## config.mk

```make
export PLATFORM = sky130hd
export DESIGN_NAME = pid_motor_correction_flat
export DESIGN_NICKNAME = d
export VERILOG_FILES = /design/src/pidmc_pkg.sv /design/src/pidmc_if.sv /design/src/pid_motor_correction.sv /design/src/pidmc_mac.sv /design/src/pidmc_ctrl.sv /design/src/flat_wrapper.sv
export SDC_FILE = /design/constraint.sdc
export NUM_CORES = 1
export LEC_CHECK = 0
export BUFFER_PORTS_ARGS = -buffer_cell sky130_fd_sc_hd__buf_2
export CAP_MARGIN = 20
export CORE_UTILIZATION = 55
export DETAILED_ROUTE_END_ITERATION = 8
export GPL_TIMING_DRIVEN = 0
export PLACE_DENSITY = 0.72
export SLEW_MARGIN = 25
export SYNTH_ARGS = -nofsm -noshare
export SYNTH_HDL_FRONTEND = slang
export SYNTH_SLANG_ARGS = --single-unit
```

## constraint.sdc

```tcl
create_clock -name clk -period 24.2 [get_ports clk]
set_clock_uncertainty 0.05 [all_clocks]
set_input_delay 1.21 -clock clk [delete_from_list [all_inputs] [get_ports clk]]
set_output_delay 1.21 -clock clk [all_outputs]
set_load 0.005 [all_outputs]
```

## src/pidmc_pkg.sv

```systemverilog
package pidmc_pkg;

	localparam int unsigned GainW  = 16;
	localparam int unsigned ValW   = 16;
	localparam int unsigned IntW   = 12;
	localparam int unsigned CntW   = 14;
	localparam int unsigned MagW   = 13;
	localparam int unsigned OpAW   = 17;
	localparam int unsigned OpBW   = 18;
	localparam int unsigned ProdW  = OpAW + OpBW;
	localparam int unsigned AccW   = 24;
	localparam int unsigned GainSh = 12;
	localparam int unsigned ScaleSh = 14;
	localparam int unsigned CfgIdxW = 2;

	localparam logic [CfgIdxW-1:0] CFG_KP = 2'd0;
	localparam logic [CfgIdxW-1:0] CFG_KI = 2'd1;
	localparam logic [CfgIdxW-1:0] CFG_KD = 2'd2;

	localparam logic [GainW-1:0] KpReset = 16'd819;
	localparam logic [GainW-1:0] KiReset = 16'd0;
	localparam logic [GainW-1:0] KdReset = 16'd614;

	localparam logic signed [16:0]     IntLimit   = 17'sd819;
	localparam logic signed [AccW-1:0] OutLimit   = 24'sd6062;
	localparam logic signed [OpAW-1:0] ScaleMul   = 17'sd19457;
	localparam logic [MagW-1:0]        CountLimit = 13'd7199;

	typedef enum logic [2:0] {
		ST_IDLE,
		ST_MP,
		ST_MI,
		ST_MD,
		ST_SUM,
		ST_CLAMP,
		ST_SCALE,
		ST_DONE
	} state_t;

	typedef enum logic [1:0] {
		OP_P,
		OP_I,
		OP_D,
		OP_S
	} op_sel_t;

	typedef struct packed {
		op_sel_t op_sel;
		logic    mul_en;
		logic    acc_clr;
		logic    acc_en;
		logic    load_mag;
		logic    load_out;
	} ctl_t;

endpackage

```

## src/pidmc_if.sv

```systemverilog
interface pidmc_in_if;
	logic              valid;
	logic              ready;
	logic signed [15:0] target_value;
	logic signed [15:0] measured_value;

	modport source(output valid, output target_value, output measured_value, input ready);
	modport sink(input valid, input target_value, input measured_value, output ready);
endinterface

interface pidmc_out_if;
	logic              valid;
	logic              ready;
	logic signed [13:0] correction_counts;
	logic              output_saturated;

	modport source(output valid, output correction_counts, output output_saturated, input ready);
	modport sink(input valid, input correction_counts, input output_saturated, output ready);
endinterface

```

## src/pid_motor_correction.sv

```systemverilog
// PID motor correction.
// in_ch carries target_value and measured_value (signed Q4.12); an item is
// taken when valid and ready are both high. out_ch returns one item per input:
// correction_counts (signed PWM compare counts) and output_saturated.
// Gains kp, ki, kd (unsigned Q4.12) are written on cfg_we with cfg_index 0, 1, 2;
// other indexes are ignored. Write gains only while the block is idle.
// Datapath: one shared 17x18 multiplier with an accumulator runs four products
// (kp, ki, kd terms and the count scaling) under a small sequencer. After
// acceptance an item passes the states MP, MI, MD, SUM, CLAMP, SCALE and DONE;
// its result is loaded into the output register from DONE. in_ch.ready is low
// from acceptance until that load. A result waiting in the output register
// does not block acceptance; only the final load waits if the receiver stalls.
// Reset returns gains to kp 819, ki 0, kd 614 and clears the previous error
// and the integral; ready is high and no result is pending after reset.
module pid_motor_correction (
	input  logic                            clk,
	input  logic                            arst_n,
	pidmc_in_if.sink                        in_ch,
	pidmc_out_if.source                     out_ch,
	input  logic                            cfg_we,
	input  logic [pidmc_pkg::CfgIdxW-1:0]   cfg_index,
	input  logic [pidmc_pkg::GainW-1:0]     cfg_data
);
	import pidmc_pkg::*;

	logic [GainW-1:0] kp_q, ki_q, kd_q;
	logic signed [ValW-1:0] prev_err_q, err_q;
	logic signed [IntW-1:0] integ_q, integ_acc_q;
	logic signed [16:0]     diff_q;
	logic [MagW-1:0]        mag_q;
	logic                   neg_q, sat_q;
	logic                   out_valid_q;
	logic signed [CntW-1:0] counts_q;
	logic                   out_sat_q;

	state_t state_q;
	ctl_t   ctl;
	logic   in_fire, out_free;

	logic signed [16:0]     te_diff, isum, integ_c, dsum;
	logic signed [ValW-1:0] err_c;
	logic signed [OpAW-1:0] op_a;
	logic signed [OpBW-1:0] op_b;
	logic signed [ProdW-1:0] prod_q;
	logic signed [AccW-1:0]  acc_q, u_c;
	logic [MagW-1:0]        sc_mag;
	logic                   sat_c;

	assign in_fire  = in_ch.valid && in_ch.ready;
	assign out_free = !out_valid_q || out_ch.ready;
	assign in_ch.ready = (state_q == ST_IDLE);

	pidmc_ctrl u_ctrl (
		.clk     (clk),
		.arst_n  (arst_n),
		.in_fire (in_fire),
		.out_free(out_free),
		.state_q (state_q),
		.ctl     (ctl)
	);

	// error, integral and derivative difference at acceptance
	always_comb begin
		te_diff = 17'(in_ch.target_value) - 17'(in_ch.measured_value);
		if (te_diff[16] != te_diff[15]) begin
			err_c = te_diff[16] ? 16'sh8000 : 16'sh7FFF;
		end else begin
			err_c = te_diff[15:0];
		end
		isum = 17'(integ_acc_q) + 17'(err_c);
		if (isum > IntLimit) begin
			integ_c = IntLimit;
		end else if (isum < -IntLimit) begin
			integ_c = -IntLimit;
		end else begin
			integ_c = isum;
		end
		dsum = 17'(err_c) - 17'(prev_err_q);
	end

	always_ff @(posedge clk or negedge arst_n) begin
		if (!arst_n) begin
			kp_q        <= KpReset;
			ki_q        <= KiReset;
			kd_q        <= KdReset;
			prev_err_q  <= '0;
			integ_acc_q <= '0;
			out_valid_q <= 1'b0;
		end else begin
			if (cfg_we) begin
				unique case (cfg_index)
					CFG_KP:  kp_q <= cfg_data;
					CFG_KI:  ki_q <= cfg_data;
					CFG_KD:  kd_q <= cfg_data;
					default: ;
				endcase
			end
			if (in_fire) begin
				prev_err_q  <= err_c;
				integ_acc_q <= integ_c[IntW-1:0];
			end
			if (ctl.load_out) begin
				out_valid_q <= 1'b1;
			end else if (out_ch.ready) begin
				out_valid_q <= 1'b0;
			end
		end
	end

	always_ff @(posedge clk) begin
		if (in_fire) begin
			err_q   <= err_c;
			integ_q <= integ_c[IntW-1:0];
			diff_q  <= dsum;
		end
		if (ctl.load_mag) begin
			mag_q <= MagW'(u_c < 0 ? -u_c : u_c);
			neg_q <= u_c[AccW-1];
			sat_q <= sat_c;
		end
		if (ctl.load_out) begin
			counts_q  <= neg_q ? -CntW'(sc_mag) : CntW'(sc_mag);
			out_sat_q <= sat_q;
		end
	end

	always_comb begin
		unique case (ctl.op_sel)
			OP_P: begin
				op_a = OpAW'(kp_q);
				op_b = OpBW'(err_q);
			end
			OP_I: begin
				op_a = OpAW'(ki_q);
				op_b = OpBW'(integ_q);
			end
			OP_D: begin
				op_a = OpAW'(kd_q);
				op_b = OpBW'(diff_q);
			end
			OP_S: begin
				op_a = ScaleMul;
				op_b = OpBW'(mag_q);
			end
			default: begin
				op_a = '0;
				op_b = '0;
			end
		endcase
	end

	pidmc_mac u_mac (
		.clk   (clk),
		.ctl   (ctl),
		.op_a  (op_a),
		.op_b  (op_b),
		.prod_q(prod_q),
		.acc_q (acc_q)
	);

	// output clamp on the summed terms
	always_comb begin
		sat_c = (acc_q > OutLimit) || (acc_q < -OutLimit);
		if (acc_q > OutLimit) begin
			u_c = OutLimit;
		end else if (acc_q < -OutLimit) begin
			u_c = -OutLimit;
		end else begin
			u_c = acc_q;
		end
		sc_mag = prod_q[ScaleSh+MagW-1:ScaleSh];
		if (sc_mag > CountLimit) sc_mag = CountLimit;
	end

	assign out_ch.valid             = out_valid_q;
	assign out_ch.correction_counts = counts_q;
	assign out_ch.output_saturated  = out_sat_q;

`ifndef NO_ASSERTIONS
	a_integ_range: assert property (@(posedge clk) disable iff (!arst_n)
		(integ_acc_q <= 12'sd819) && (integ_acc_q >= -12'sd819))
		else $error("integral outside its clamp");

	a_accept_starts: assert property (@(posedge clk) disable iff (!arst_n)
		in_fire |=> (state_q == ST_MP))
		else $error("accepted item did not start the sequence");

	a_load_from_done: assert property (@(posedge clk) disable iff (!arst_n)
		ctl.load_out |-> (state_q == ST_DONE) && out_free)
		else $error("output loaded outside the final step");

	a_sat_counts: assert property (@(posedge clk) disable iff (!arst_n)
		(out_valid_q && out_sat_q) |->
		(counts_q == 14'sd7198) || (counts_q == -14'sd7198))
		else $error("saturated item without full-scale counts");

	a_ready_busy: assert property (@(posedge clk) disable iff (!arst_n)
		in_fire |=> !in_ch.ready ##1 !in_ch.ready)
		else $error("ready raised during an item");
`endif

endmodule

```

## src/pidmc_mac.sv

```systemverilog
module pidmc_mac (
	input  logic                                 clk,
	input  pidmc_pkg::ctl_t                      ctl,
	input  logic signed [pidmc_pkg::OpAW-1:0]    op_a,
	input  logic signed [pidmc_pkg::OpBW-1:0]    op_b,
	output logic signed [pidmc_pkg::ProdW-1:0]   prod_q,
	output logic signed [pidmc_pkg::AccW-1:0]    acc_q
);
	import pidmc_pkg::*;

	logic signed [ProdW-GainSh-1:0] term;

	// floor shift of the previous product
	assign term = prod_q[ProdW-1:GainSh];

	always_ff @(posedge clk) begin
		if (ctl.mul_en) begin
			prod_q <= ProdW'(op_a) * ProdW'(op_b);
		end
		if (ctl.acc_clr) begin
			acc_q <= '0;
		end else if (ctl.acc_en) begin
			acc_q <= acc_q + AccW'(term);
		end
	end

endmodule

```

## src/pidmc_ctrl.sv

```systemverilog
module pidmc_ctrl (
	input  logic              clk,
	input  logic              arst_n,
	input  logic              in_fire,
	input  logic              out_free,
	output pidmc_pkg::state_t state_q,
	output pidmc_pkg::ctl_t   ctl
);
	import pidmc_pkg::*;

	state_t state_d;

	always_ff @(posedge clk or negedge arst_n) begin
		if (!arst_n) begin
			state_q <= ST_IDLE;
		end else begin
			state_q <= state_d;
		end
	end

	always_comb begin
		state_d = state_q;
		ctl = '{op_sel: OP_P, default: 1'b0};
		unique case (state_q)
			ST_IDLE: begin
				ctl.acc_clr = 1'b1;
				if (in_fire) state_d = ST_MP;
			end
			ST_MP: begin
				ctl.op_sel = OP_P;
				ctl.mul_en = 1'b1;
				state_d    = ST_MI;
			end
			ST_MI: begin
				ctl.op_sel = OP_I;
				ctl.mul_en = 1'b1;
				ctl.acc_en = 1'b1;
				state_d    = ST_MD;
			end
			ST_MD: begin
				ctl.op_sel = OP_D;
				ctl.mul_en = 1'b1;
				ctl.acc_en = 1'b1;
				state_d    = ST_SUM;
			end
			ST_SUM: begin
				ctl.acc_en = 1'b1;
				state_d    = ST_CLAMP;
			end
			ST_CLAMP: begin
				ctl.load_mag = 1'b1;
				state_d      = ST_SCALE;
			end
			ST_SCALE: begin
				ctl.op_sel = OP_S;
				ctl.mul_en = 1'b1;
				state_d    = ST_DONE;
			end
			ST_DONE: begin
				// hold until the output register is free
				if (out_free) begin
					ctl.load_out = 1'b1;
					state_d      = ST_IDLE;
				end
			end
			default: state_d = ST_IDLE;
		endcase
	end

endmodule
```

## src/flat_wrapper.sv

```systemverilog
// flat-port wrapper written by rule: the top's interface ports become plain ports
module pid_motor_correction_flat import pidmc_pkg::*;
  (clk, arst_n, cfg_we, cfg_index, cfg_data, in_ch_valid, in_ch_target_value, in_ch_measured_value, in_ch_ready, out_ch_valid, out_ch_correction_counts, out_ch_output_saturated, out_ch_ready);
  pidmc_in_if in_ch_i ();
  pidmc_out_if out_ch_i ();
  input  logic clk;
  input  logic arst_n;
  input  logic cfg_we;
  input  logic [pidmc_pkg::CfgIdxW-1:0] cfg_index;
  input  logic [pidmc_pkg::GainW-1:0] cfg_data;
  input wire logic [$bits(in_ch_i.valid)-1:0] in_ch_valid;
  input wire logic [$bits(in_ch_i.target_value)-1:0] in_ch_target_value;
  input wire logic [$bits(in_ch_i.measured_value)-1:0] in_ch_measured_value;
  output wire logic [$bits(in_ch_i.ready)-1:0] in_ch_ready;
  output wire logic [$bits(out_ch_i.valid)-1:0] out_ch_valid;
  output wire logic [$bits(out_ch_i.correction_counts)-1:0] out_ch_correction_counts;
  output wire logic [$bits(out_ch_i.output_saturated)-1:0] out_ch_output_saturated;
  input wire logic [$bits(out_ch_i.ready)-1:0] out_ch_ready;
  assign in_ch_i.valid = in_ch_valid;
  assign in_ch_i.target_value = in_ch_target_value;
  assign in_ch_i.measured_value = in_ch_measured_value;
  assign in_ch_ready = in_ch_i.ready;
  assign out_ch_valid = out_ch_i.valid;
  assign out_ch_correction_counts = out_ch_i.correction_counts;
  assign out_ch_output_saturated = out_ch_i.output_saturated;
  assign out_ch_i.ready = out_ch_ready;
  pid_motor_correction u_core (.clk(clk), .arst_n(arst_n), .in_ch(in_ch_i), .out_ch(out_ch_i), .cfg_we(cfg_we), .cfg_index(cfg_index), .cfg_data(cfg_data));
endmodule
```

# After elaboration in Yosys (flattened, before gate mapping)
# Index checks and enable logic that the tools add are counted.
[op_classes] n_addsub=6 n_mul=1 magnitude_cmp=6 n_eq_ne=15 muxes=22 n_reduce_logical=13
[op_table] op="case mux 18 bit (4 select lines)" count=1
[op_table] op="case mux 17 bit (4 select lines)" count=1
[op_table] op="2-to-1 mux 24 bit" count=2
[op_table] op="2-to-1 mux 13 bit" count=3
[op_table] op="multiplier 17 x 18 -> 35 bit" count=1
[op_table] op="subtractor 16 x 16 -> 17 bit" count=2
[op_table] op="2-to-1 mux 16 bit" count=2
[op_table] op="adder 24 x 23 -> 24 bit" count=1
[op_table] op="> comparator 24 x 14 -> 1 bit, second input constant" count=1
[op_table] op="less-than comparator 24 x 1 -> 1 bit, second input constant" count=1
[op_table] op="less-than comparator 24 x 14 -> 1 bit, second input constant" count=1
[op_table] op="2-to-1 mux 12 bit" count=2
[op_table] op="case mux 3 bit (8 select lines)" count=1
[op_table] op="adder 12 x 16 -> 17 bit" count=1
[op_table] op="> comparator 17 x 11 -> 1 bit, second input constant" count=1
[op_table] op="less-than comparator 17 x 11 -> 1 bit, second input constant" count=1
[op_table] op="negation 13 -> 14 bit" count=1
[op_table] op="> comparator 13 bit, second input constant" count=1
[op_table] op="negation 13 bit" count=1
[op_table] op="== test 3 bit, second input constant" count=4
[op_table] op="case mux 3 bit (4 select lines)" count=1
[op_table] op="AND reduction 2 bit" count=4
[op_table] op="2-to-1 mux 1 bit" count=7
[op_table] op="== test 2 bit, second input constant" count=3
[op_table] op="14 further kinds" count=19
[word_totals] ff_bits=214 out_inout_bits=17 word_cells=81

# Logic depth before layout (Yosys ltp)
# Gate-level depths: netlist of run 1.
[depth] ltp_word=7 depth_mapped=31 ltp_nobuf=28

# Hierarchy
# Synthesis of run 1 repeated with hierarchy kept, for this count alone.
[unflattened] cells_unflattened=2450 area_unflattened_um2=24105.6
[by_module_without_submodules] mod="pidmc_mac" instances=1 cells_each=1501 area_per_inst_um2=14358.8 seq_area_each_um2=1531.5
[by_module_without_submodules] mod="pid_motor_correction" instances=1 cells_each=924 area_per_inst_um2=9526.6 seq_area_each_um2=4192.8
[by_module_without_submodules] mod="pidmc_ctrl" instances=1 cells_each=25 area_per_inst_um2=220.2 seq_area_each_um2=75.1

# Worst setup path before layout of run 1
# No wires, ideal clock.
[synth_path] kind="register to register" startpoint="reg u_core.u_ctrl.state_q[0]" endpoint="reg u_core.u_mac.prod_q[27] (netlist bit) (data pin)" setup_time_ps=262 t_arrival_ps=7567 slack_ps=16321 path_stages_with_launch=30 path_buffers=4 period_less_slack_ps=7879 cell_sequence="dfrtp_1 clkbuf_1 buf_1 buf_1 mux2i_1 nor2_1 a21oi_1 clkbuf_1 nor2_1 fa_1 inv_1 fa_1 fa_1 inv_1 fa_1 fa_1 inv_1 fa_1 inv_1 ha_1 a211o_1 a21oi_1 o21a_1 a31oi_1 o211a_1 o31ai_1 nand2b_1 a21oi_1 o21bai_1 xor2_1"
[synth_between] elab_chain_cells=5
[synth_lines] item="start, declared" line="pidmc_ctrl.sv:6" source="output pidmc_pkg::state_t state_q,"
[synth_lines] item="start signal, assigned" line="pidmc_ctrl.sv:17" source="state_q <= state_d;"
[synth_lines] item="== test 3 bit (tied with other cells)" line="pidmc_ctrl.sv:24" source="unique case (state_q)"
[synth_lines] item="case mux 3 bit (4 select lines) (*)" line="pidmc_ctrl.sv:24"
[synth_lines] item="== test 2 bit (tied with other cells)" line="pid_motor_correction.sv:128" source="unique case (ctl.op_sel)"
[synth_lines] item="case mux 17 bit (4 select lines) or case mux 18 bit (4 select lines) (tied branches)" line="pid_motor_correction.sv:128"
[synth_lines] item="multiplier 17 x 18 -> 35 bit (*)" line="pidmc_mac.sv:18" source="prod_q <= ProdW'(op_a) * ProdW'(op_b);"
[synth_lines] item="end signal, assigned" line="pidmc_mac.sv:18"
[synth_lines] item="end, declared" line="pidmc_mac.sv:6" source="output logic signed [pidmc_pkg::ProdW-1:0] prod_q,"
# Mark *: on every way between the ends. The rest lies on a longest branch, timed or not. The select of a mux whose other input is x is not followed.
# A chain may end at the register's enable or synchronous reset.

# Worst setup path in the final report of run 1
[layout_path] startpoint="reg u_core.u_ctrl.state_q[0]" endpoint="reg u_core.u_mac.prod_q[34] (netlist bit) (data pin)"
# The elaborated chain is that of the path after synthesis.

==> results of run 1 <==
layout make-up:
type,count,area [um^2],share of cell area [%]
inverter,424,1590,6.57
buffer,72,275,1.14
multi-input combinational,1692,15000,61.9
timing repair buffer,74,412,1.70
tap,525,657,2.71
antenna,1,2.50,0.0103
sequential,202,5440,22.4
clock inverter,13,185,0.764
clock buffer,31,682,2.81
cell families after synthesis:
logic type	share of synthesized area (%)
buffers and inverters	8.37
adder cells (fa/ha/maj)	34.6
flip-flops	24.4
XOR/XNOR	3.07
AND/OR/NAND/NOR	13.8
multiplexers	3.98
AO/OA/AOI/OAI	11.8
metal layers:
layer / share of wire [%] / track usage (%) / wire length (um)
met5: 0 / 0 / 0
met4: 3.2 / 9.02 / 1850
met3: 6.2 / 3.48 / 3560
met2: 47 / 48.9 / 27300
met1: 43 / 40.0 / 25000
flip-flops by register name (all words and copies together) (netlist names), 16 cells and up:
signal               flops
u_core.u_mac.acc_q      24
u_core.u_mac.prod_q     23
u_core.diff_q           17
u_core.err_q            16
u_core.kd_q             16
u_core.ki_q             16
u_core.kp_q             16
u_core.prev_err_q       16
worst max path at each step:
stage / startpoint / cells past startpoint / to
after global placement: u_core.u_ctrl.state_q[0] / 28 / u_core.u_mac.prod_q[34]
final: u_core.u_ctrl.state_q[0] / 27 / u_core.u_mac.prod_q[34]
after floorplan: u_core.u_ctrl.state_q[0] / 29 / u_core.u_mac.prod_q[27]
after global routing: u_core.u_ctrl.state_q[0] / 28 / u_core.u_mac.prod_q[34]
after detailed placement: u_core.u_ctrl.state_q[0] / 28 / u_core.u_mac.prod_q[34]
after CTS: u_core.u_ctrl.state_q[0] / 28 / u_core.u_mac.prod_q[34]
critical path: cells and delay by family, from the launching register on:
kind	cells	cell delay, ns
compound gates	10	2.90
fa+ha+maj	7	3.39
flops	1	0.33
simple gates	1	0.16
mux	1	0.29
buf+inv	7	2.23
xor+xnor	1	0.45
layout by cell type (no fill, tap or decap), drive strengths merged, types with 9 or more instances in the layout:
| master | netlist | final |
|---|---|---|
| inv | 422 | 425 |
| fa | 285 | 285 |
| nand2 | 246 | 246 |
| nor2 | 236 | 236 |
| ha | 160 | 160 |
| o21ai | 105 | 105 |
| edfxtp | 98 | 98 |
| clkbuf | 64 | 95 |
| a21oi | 94 | 94 |
| buf | 8 | 82 |
| dfrtp | 69 | 69 |
| mux2 | 61 | 61 |
| xnor2 | 54 | 54 |
| nor3 | 41 | 41 |
| nand3 | 40 | 40 |
| o21a | 32 | 32 |
| nor2b | 29 | 29 |
| nand2b | 27 | 27 |
| xor2 | 24 | 24 |
| dfxtp | 24 | 24 |
| a21o | 21 | 21 |
| mux2i | 20 | 20 |
| o31ai | 14 | 14 |
| a211oi | 13 | 13 |
| or3 | 12 | 12 |
| and2 | 11 | 11 |
| o22ai | 11 | 11 |
| dfstp | 11 | 11 |
| a22oi | 10 | 10 |
| o221ai | 10 | 10 |
| or2 | 9 | 9 |
| o21bai | 9 | 9 |
| a21boi | 9 | 9 |
per-stage QoR:
step	util (%)	setup WS (ns)	hold slack, ns	instances
final	60.9	14.08	0.375	3034
after global routing	60.9	13.51	0.402	3033
after CTS	60.8	13.95	0.380	3033
after detailed placement	58.7	14.00	0.365	2989
after global placement	58.5	14.16	0.359	2986
after floorplan	-	16.32	0.350	2390
==> results.rst, run 1 <==
.. list-table::
   :header-rows: 1

   * - Metric
     - Value
   * - Class of the tightest hold or removal check
     - reg2reg
   * - Fraction of final layout cells with drive strength greater than 1
     - 8.89%
   * - Final instance area
     - 24,200 um^2
   * - Top-area cell type share of the netlist area
     - 25.6%
   * - Worst setup slack for register-to-register paths
     - 14.08 ns
   * - Post-synthesis instance area
     - 22,300 um^2
   * - Core Area
     - 39,800 um^2
   * - Chip Height
     - 203 um
   * - CP Max Fanout
     - 10
   * - Max-cap violations
     - 0
   * - Slowest stage cell on the critical path
     - o21ai_0
   * - Overall routing resource usage
     - 29.3%
   * - Rel. slew slack
     - 29.0%
   * - Clock-pin slew of the registers on the worst-case setup and hold paths
     - 0.06 ns
   * - Site row count
     - 73
   * - Routed via count
     - 17,400
   * - Routed wire length per instance
     - 19.0 um
   * - Post-synthesis register bit count
     - 202
   * - Hold Path End
     - u_core.out_ch.output_saturated
   * - Overall routed net length
     - 57,700 um
   * - Final hold vios
     - 0
   * - Count of unique library cells instantiated by Yosys
     - 76
   * - Predominant post-synthesis flop cell
     - edfxtp_1
   * - Startpoint types
     - register
   * - Post-synth EDFFs
     - 98
   * - Post-detailed-route DRC marker count
     - 0
   * - Largest area contributor in the netlist
     - fa_1
   * - Area enclosed by the die boundary
     - 41,300 um^2
   * - Initial cell density of the core
     - 55.9%
   * - Post-Place Cell Area
     - 23,400 um^2
   * - Worst reg2reg path endpoint
     - u_core.u_mac.prod_q[34]
   * - Pin count of the biggest net entering global routing
     - 55
   * - Critical path endpoint category
     - register
   * - Post-synthesis sequential area ratio
     - 24.4%
   * - Reg2Reg Launch Point
     - u_core.u_ctrl.state_q[0]
   * - Worst min-delay path startpoint
     - u_core.sat_q
   * - Leading cell types by count after synthesis
     - inv_1 (422), fa_1 (285), nand2_1 (246), nor2_1 (236), ha_1 (160)
   * - Antenna violations before repair
     - 0
   * - Horizontal die dimension
     - 203 um
   * - Maximum achievable frequency
     - 98.8 MHz
   * - Net count reported at finish
     - 2,990
   * - Avg Inst Size Synth
     - 9.32 um^2
   * - HPWL after detailed placement
     - 47,100 um
   * - CP most frequent cell
     - fa_1
   * - Share of async-settable or async-resettable flops after synthesis
     - 39.6%
   * - Data required time at the worst endpoint
     - 24.41 ns
   * - GPL Wtd Cong
     - 0.937
   * - Synthesized netlist cell count
     - 2,390
   * - Total nets after synthesis
     - 2,890
   * - Yosys warns
     - 0
   * - Cells on worst reg2reg path
     - 27
   * - Setup fix buffers added after clock tree synthesis
     - 0
   * - Period utilisation layout
     - 41.8%
   * - Unrepaired setup endpoints after global routing
     - false
   * - IO Pins
     - 72
   * - Quantity of I/O buffers inserted on ports
     - 71
   * - Antenna viol nets, final
     - 0
   * - # clock sinks
     - 202
   * - Ratio of routed vias to standard cells
     - 5.74
   * - Source-to-sink clock delay at the later pin of the worst-skew pair
     - 0.53 ns
   * - Clock buffer count from CTS
     - 24
   * - CTS Hold Bufs
     - 0
   * - Final setup fails
     - 0
   * - Data arrival time of the critical path
     - 10.32 ns
   * - Worst Max-Slew Pin Slew
     - 1.05 ns
   * - CTS Buffer Depth
     - 3
   * - Post-CTS sizing
     - 0
   * - Root Buffer
     - clkbuf_16
   * - Global-route wire length before repair
     - 94,500 um
   * - Number of instances on the worst hold path
     - 0
   * - Top post-synthesis cells by area
     - fa_1 (26%), edfxtp_1 (13%), ha_1 (9.0%)
   * - Iter 0 DRT Violations
     - 1,476
   * - Kind of critical path
     - reg2reg
   * - # fillers
     - 3,465
   * - Status
     - finished clean
   * - Setup TNS
     - 0 ns
   * - Via count of the first global-routing pass
     - 18,100
   * - CTS tree
     - yes
   * - H-tree level count
     - 1
   * - Total congestion overflow
     - 0
   * - Count of final max-slew check failures
     - 0
   * - Layout Area Growth over Synthesis
     - 8.87%
   * - Most frequently used cell type in the post-synthesis netlist
     - inv_1
   * - Biggest cell delay along the critical path
     - 0.87 ns
   * - 1st-pass router iterations
     - 8
   * - Shortest period the worst path allows
     - 10.12 ns
Power of run 1 is left out: the tool's default activity adds up to more than one toggle a clock period on the data nets, which glitch-free logic cannot reach.
==> inputs of run 2 (changes only) <==
- ABC_AREA: default -> 1
- PLACE_DENSITY: 0.72 -> 0.75
- clock period: 24.2 -> 8.4 ns (I/O delays scaled with it)
==> run 2 against run 1 <==
Compared with the run above: die area rose by 5.3%; worst hold slack worse by 0.27 ns; design area increased by 4.9%; critical path depth up 2; area after synthesis rose by 5.3%; cell count is 17% higher; global-route usage rose by 1.5 points; core utilization decreased by 0.39 points; fmax up 25%; first-iteration DRC count increased by 18%.
==> results.rst, run 2 <==
.. list-table::
   :header-rows: 1

   * - Metric
     - Value
   * - H-tree level count
     - 1 (unchanged)
   * - Horizontal die dimension
     - 208 um (+2.6%)
   * - GPL Wtd Cong
     - 1.01 (+8.2%)
   * - Diode count
     - 0 (-1)
   * - Final instance area
     - 25,400 um^2 (+4.9%)
   * - Source-to-sink clock delay at the later pin of the worst-skew pair
     - 0.52 ns (about the same)
   * - Global-route wire length before repair
     - 105,000 um (+11%)
   * - Top Registers
     - u_core.u_mac.acc_q (24), u_core.u_mac.prod_q (23), u_core.diff_q (17)
   * - Overall routing resource usage
     - 30.8% (+1.5 points)
   * - Number of instances on the worst hold path
     - 2 (+2)
   * - Slowest stage cell on the critical path
     - fa_1
   * - Max FFs per register
     - 24 (unchanged)
   * - Count of final max-slew check failures
     - 0 (unchanged)
   * - 1st-pass router iterations
     - 6 (-2)
   * - CP Max Fanout
     - 10 (unchanged)
   * - Clock buffer count from CTS
     - 22 (-8.3%)
   * - Net count reported at finish
     - 3,505 (+17%)
   * - Rel. slew slack
     - 33.0% (+4.0 points)
   * - # clock sinks
     - 202 (unchanged)
   * - Fraction of final layout cells with drive strength greater than 1
     - 8.57% (-0.32 points)
   * - Core Area
     - 42,000 um^2 (+5.6%)
   * - Yosys warns
     - 0 (unchanged)
   * - Hold Path End
     - u_core.out_ch.valid
   * - Biggest cell delay along the critical path
     - 0.70 ns (-0.17 ns)
   * - Most frequently used cell type in the post-synthesis netlist
     - nand2_1
   * - Register with the most flip-flops
     - u_core.u_mac.acc_q
   * - Initial cell density of the core
     - 55.8% (-0.12 points)
   * - CP most frequent cell
     - fa_1
   * - Root Buffer
     - clkbuf_16
   * - Class of the tightest hold or removal check
     - in2reg
   * - Overall routed net length
     - 65,100 um (+13%)
   * - Setup fix buffers added after clock tree synthesis
     - 0 (unchanged)
   * - Cells on worst reg2reg path
     - 29 (+7.4%)
   * - Most common cell after layout, fill and taps aside
     - nand2_1
   * - Post-synth EDFFs
     - 98 (unchanged)
   * - Top-area cell type share of the netlist area
     - 24.3% (-1.3 points)
   * - Antenna viol nets, final
     - 0 (unchanged)
   * - Quantity of I/O buffers inserted on ports
     - 71 (unchanged)
   * - Pin count of the biggest net entering global routing
     - 56 (+1.8%)
   * - Final hold vios
     - 0 (unchanged)
   * - Iter 0 DRT Violations
     - 1,749 (+18%)
   * - Top post-synthesis cells by area
     - fa_1 (24%), edfxtp_1 (13%), nand2_1 (10%)
   * - Post-detailed-route DRC marker count
     - 0 (unchanged)
   * - Predominant post-synthesis flop cell
     - edfxtp_1
   * - Ratio of routed vias to standard cells
     - 5.51 (-4.0%)
   * - Setup TNS
     - 0 ns (unchanged)
   * - Leading cell types by count after synthesis
     - nand2_1 (645), inv_1 (616), fa_1 (285), nor2_1 (240), ha_1 (160)
   * - Shortest period the worst path allows
     - 8.12 ns (-1.99 ns)
   * - Area enclosed by the die boundary
     - 43,500 um^2 (+5.3%)
   * - HPWL after detailed placement
     - 53,800 um (+14%)
   * - Kind of critical path
     - reg2reg
   * - Critical path endpoint category
     - register
   * - Count of unique library cells instantiated by Yosys
     - 62 (-18%)
   * - Startpoint types
     - register
   * - Worst reg2reg path endpoint
     - u_core.u_mac.prod_q[29]
   * - Layout Area Growth over Synthesis
     - 8.42%
   * - Unrepaired setup endpoints after global routing
     - false
   * - Period utilisation layout
     - 96.7% (+55 points)
   * - Post-Place Cell Area
     - 24,500 um^2 (+5.1%)
   * - Post-placement cell count
     - 3,519 (+18%)
   * - Antenna violations before repair
     - 3 (+3)
   * - Worst setup slack for register-to-register paths
     - 0.28 ns (-13.81 ns)
   * - Total nets after synthesis
     - 3,406 (+18%)
   * - Via count of the first global-routing pass
     - 19,600 (+8.4%)
   * - Data required time at the worst endpoint
     - 8.60 ns (-15.81 ns)
   * - Avg Inst Size Synth
     - 8.07 um^2 (-13%)
   * - Largest area contributor in the netlist
     - fa_1
   * - Final setup fails
     - 0 (unchanged)
   * - Status
     - finished clean
   * - Maximum achievable frequency
     - 123 MHz (+25%)
   * - CTS Buffer Depth
     - 3 (unchanged)
   * - IO Pins
     - 72 (unchanged)
   * - Most used cells in the layout excluding fill and tap cells
     - nand2_1 (645), inv_1 (615), fa_1 (285)
   * - Routed via count
     - 19,600 (+13%)
   * - Share of async-settable or async-resettable flops after synthesis
     - 39.6% (unchanged)
   * - Chip Height
     - 208 um (+2.6%)
   * - Post-synthesis sequential area ratio
     - 23.2% (-1.2 points)
   * - Total congestion overflow
     - 0 (unchanged)
   * - Post-synthesis register bit count
     - 202 (unchanged)
   * - Reg2Reg Launch Point
     - u_core.u_ctrl.state_q[1]
   * - Clock-pin slew of the registers on the worst-case setup and hold paths
     - 0.06 ns (about the same)
   * - CTS tree
     - yes
   * - Data arrival time of the critical path
     - 8.32 ns (-2.00 ns)
   * - Post-synthesis instance area
     - 23,500 um^2 (+5.3%)
   * - Synthesized netlist cell count
     - 2,906 (+22%)
   * - Worst Max-Slew Pin Slew
     - 0.998 ns (-0.0557 ns)
   * - Routed wire length per instance
     - 18.3 um (-3.9%)
   * - Site row count
     - 75 (+2.7%)
   * - Worst min-delay path startpoint
     - out_ch_ready
   * - Layout Cells excl Fill
     - 3,560 (+17%)
   * - Max-cap violations
     - 0 (unchanged)
-- run 2: layer usage --
| metal | global-route usage (%) | part of all wire [%] | up-vias |
|---|---|---|---|
| met1 | 43.4 | 43 | 9363 |
| li1 | - | - | 9239 |
| met3 | 6.02 | 9.0 | 144 |
| met2 | 47.9 | 44 | 862 |
| met4 | 10.1 | 3.3 | 6 |
| met5 | 0 | 0.081 | - |
-- run 2: logic make-up (layout without fill, tap and decap cells) --
kind of cell             Yosys count  count (layout)  synth area share [%]
XOR/XNOR                          90              90                  3.44
flip-flops                       202             202                  23.2
AND/OR/NAND/NOR                 1098            1098                  19.5
AO/OA/AOI/OAI                    366             366                  9.13
adder cells (fa/ha/maj)          445             445                  32.9
buffers and inverters            705             820                  11.8
-- run 2: critical path, delay by kind of cell (launching register included) --
family | cells | cell delay (ns)
DFF | 1 | 0.43
AOI/OAI and AO/OA | 8 | 1.71
adders and majority gates | 7 | 3.62
buffers and inverters | 9 | 1.18
and+or+nand+nor | 4 | 0.70
xor gates and xnor gates | 1 | 0.17
-- run 2: how the worst max path moves through the flow --
stage                             start  slack, ns                       to
4_1_cts        u_core.u_ctrl.state_q[2]       0.02  u_core.u_mac.prod_q[29]
6_report       u_core.u_ctrl.state_q[1]       0.28  u_core.u_mac.prod_q[29]
5_1_grt        u_core.u_ctrl.state_q[1]      0.006  u_core.u_mac.prod_q[29]
2_1_floorplan  u_core.u_ctrl.state_q[2]       1.65  u_core.u_mac.prod_q[29]
3_5_place_dp   u_core.u_ctrl.state_q[2]       0.02  u_core.u_mac.prod_q[29]
3_3_place_gp   u_core.u_ctrl.state_q[2]       0.14  u_core.u_mac.prod_q[29]
-- run 2: area by class of cell --
cell class	instances	area, um^2
fillers	3732	16600
inverters	635	2390
well taps	539	674
clock inverters	14	221
multi-input cells	1999	15300
clock buffers	26	587
repair buffers	75	412
flip-flops and latches	202	5440
plain buffers	70	389
-- run 2: timing repair --
action | CTS | global route
hold buffers | 1 | 0
endpoints found under the hold margin | 25 | 0
endpoints found under the setup margin | 1 | 2
cloned | 0 | 0
resized for setup | 1 | 12
-- run 2: stage by stage --
| step | util, % | setup slack, ns | hold slack [ns] |
|---|---|---|---|
| after detailed placement | 58.4 | 0.0217 | 0.317 |
| after CTS | 60.3 | 0.0207 | 0.0842 |
| after global placement | 58.2 | 0.141 | 0.369 |
| after global routing | 60.5 | 0.00623 | 0.102 |
| after floorplan | - | 1.65 | 0.0744 |
| final | 60.5 | 0.276 | 0.102 |
Power of run 2 is left out for the same reason.
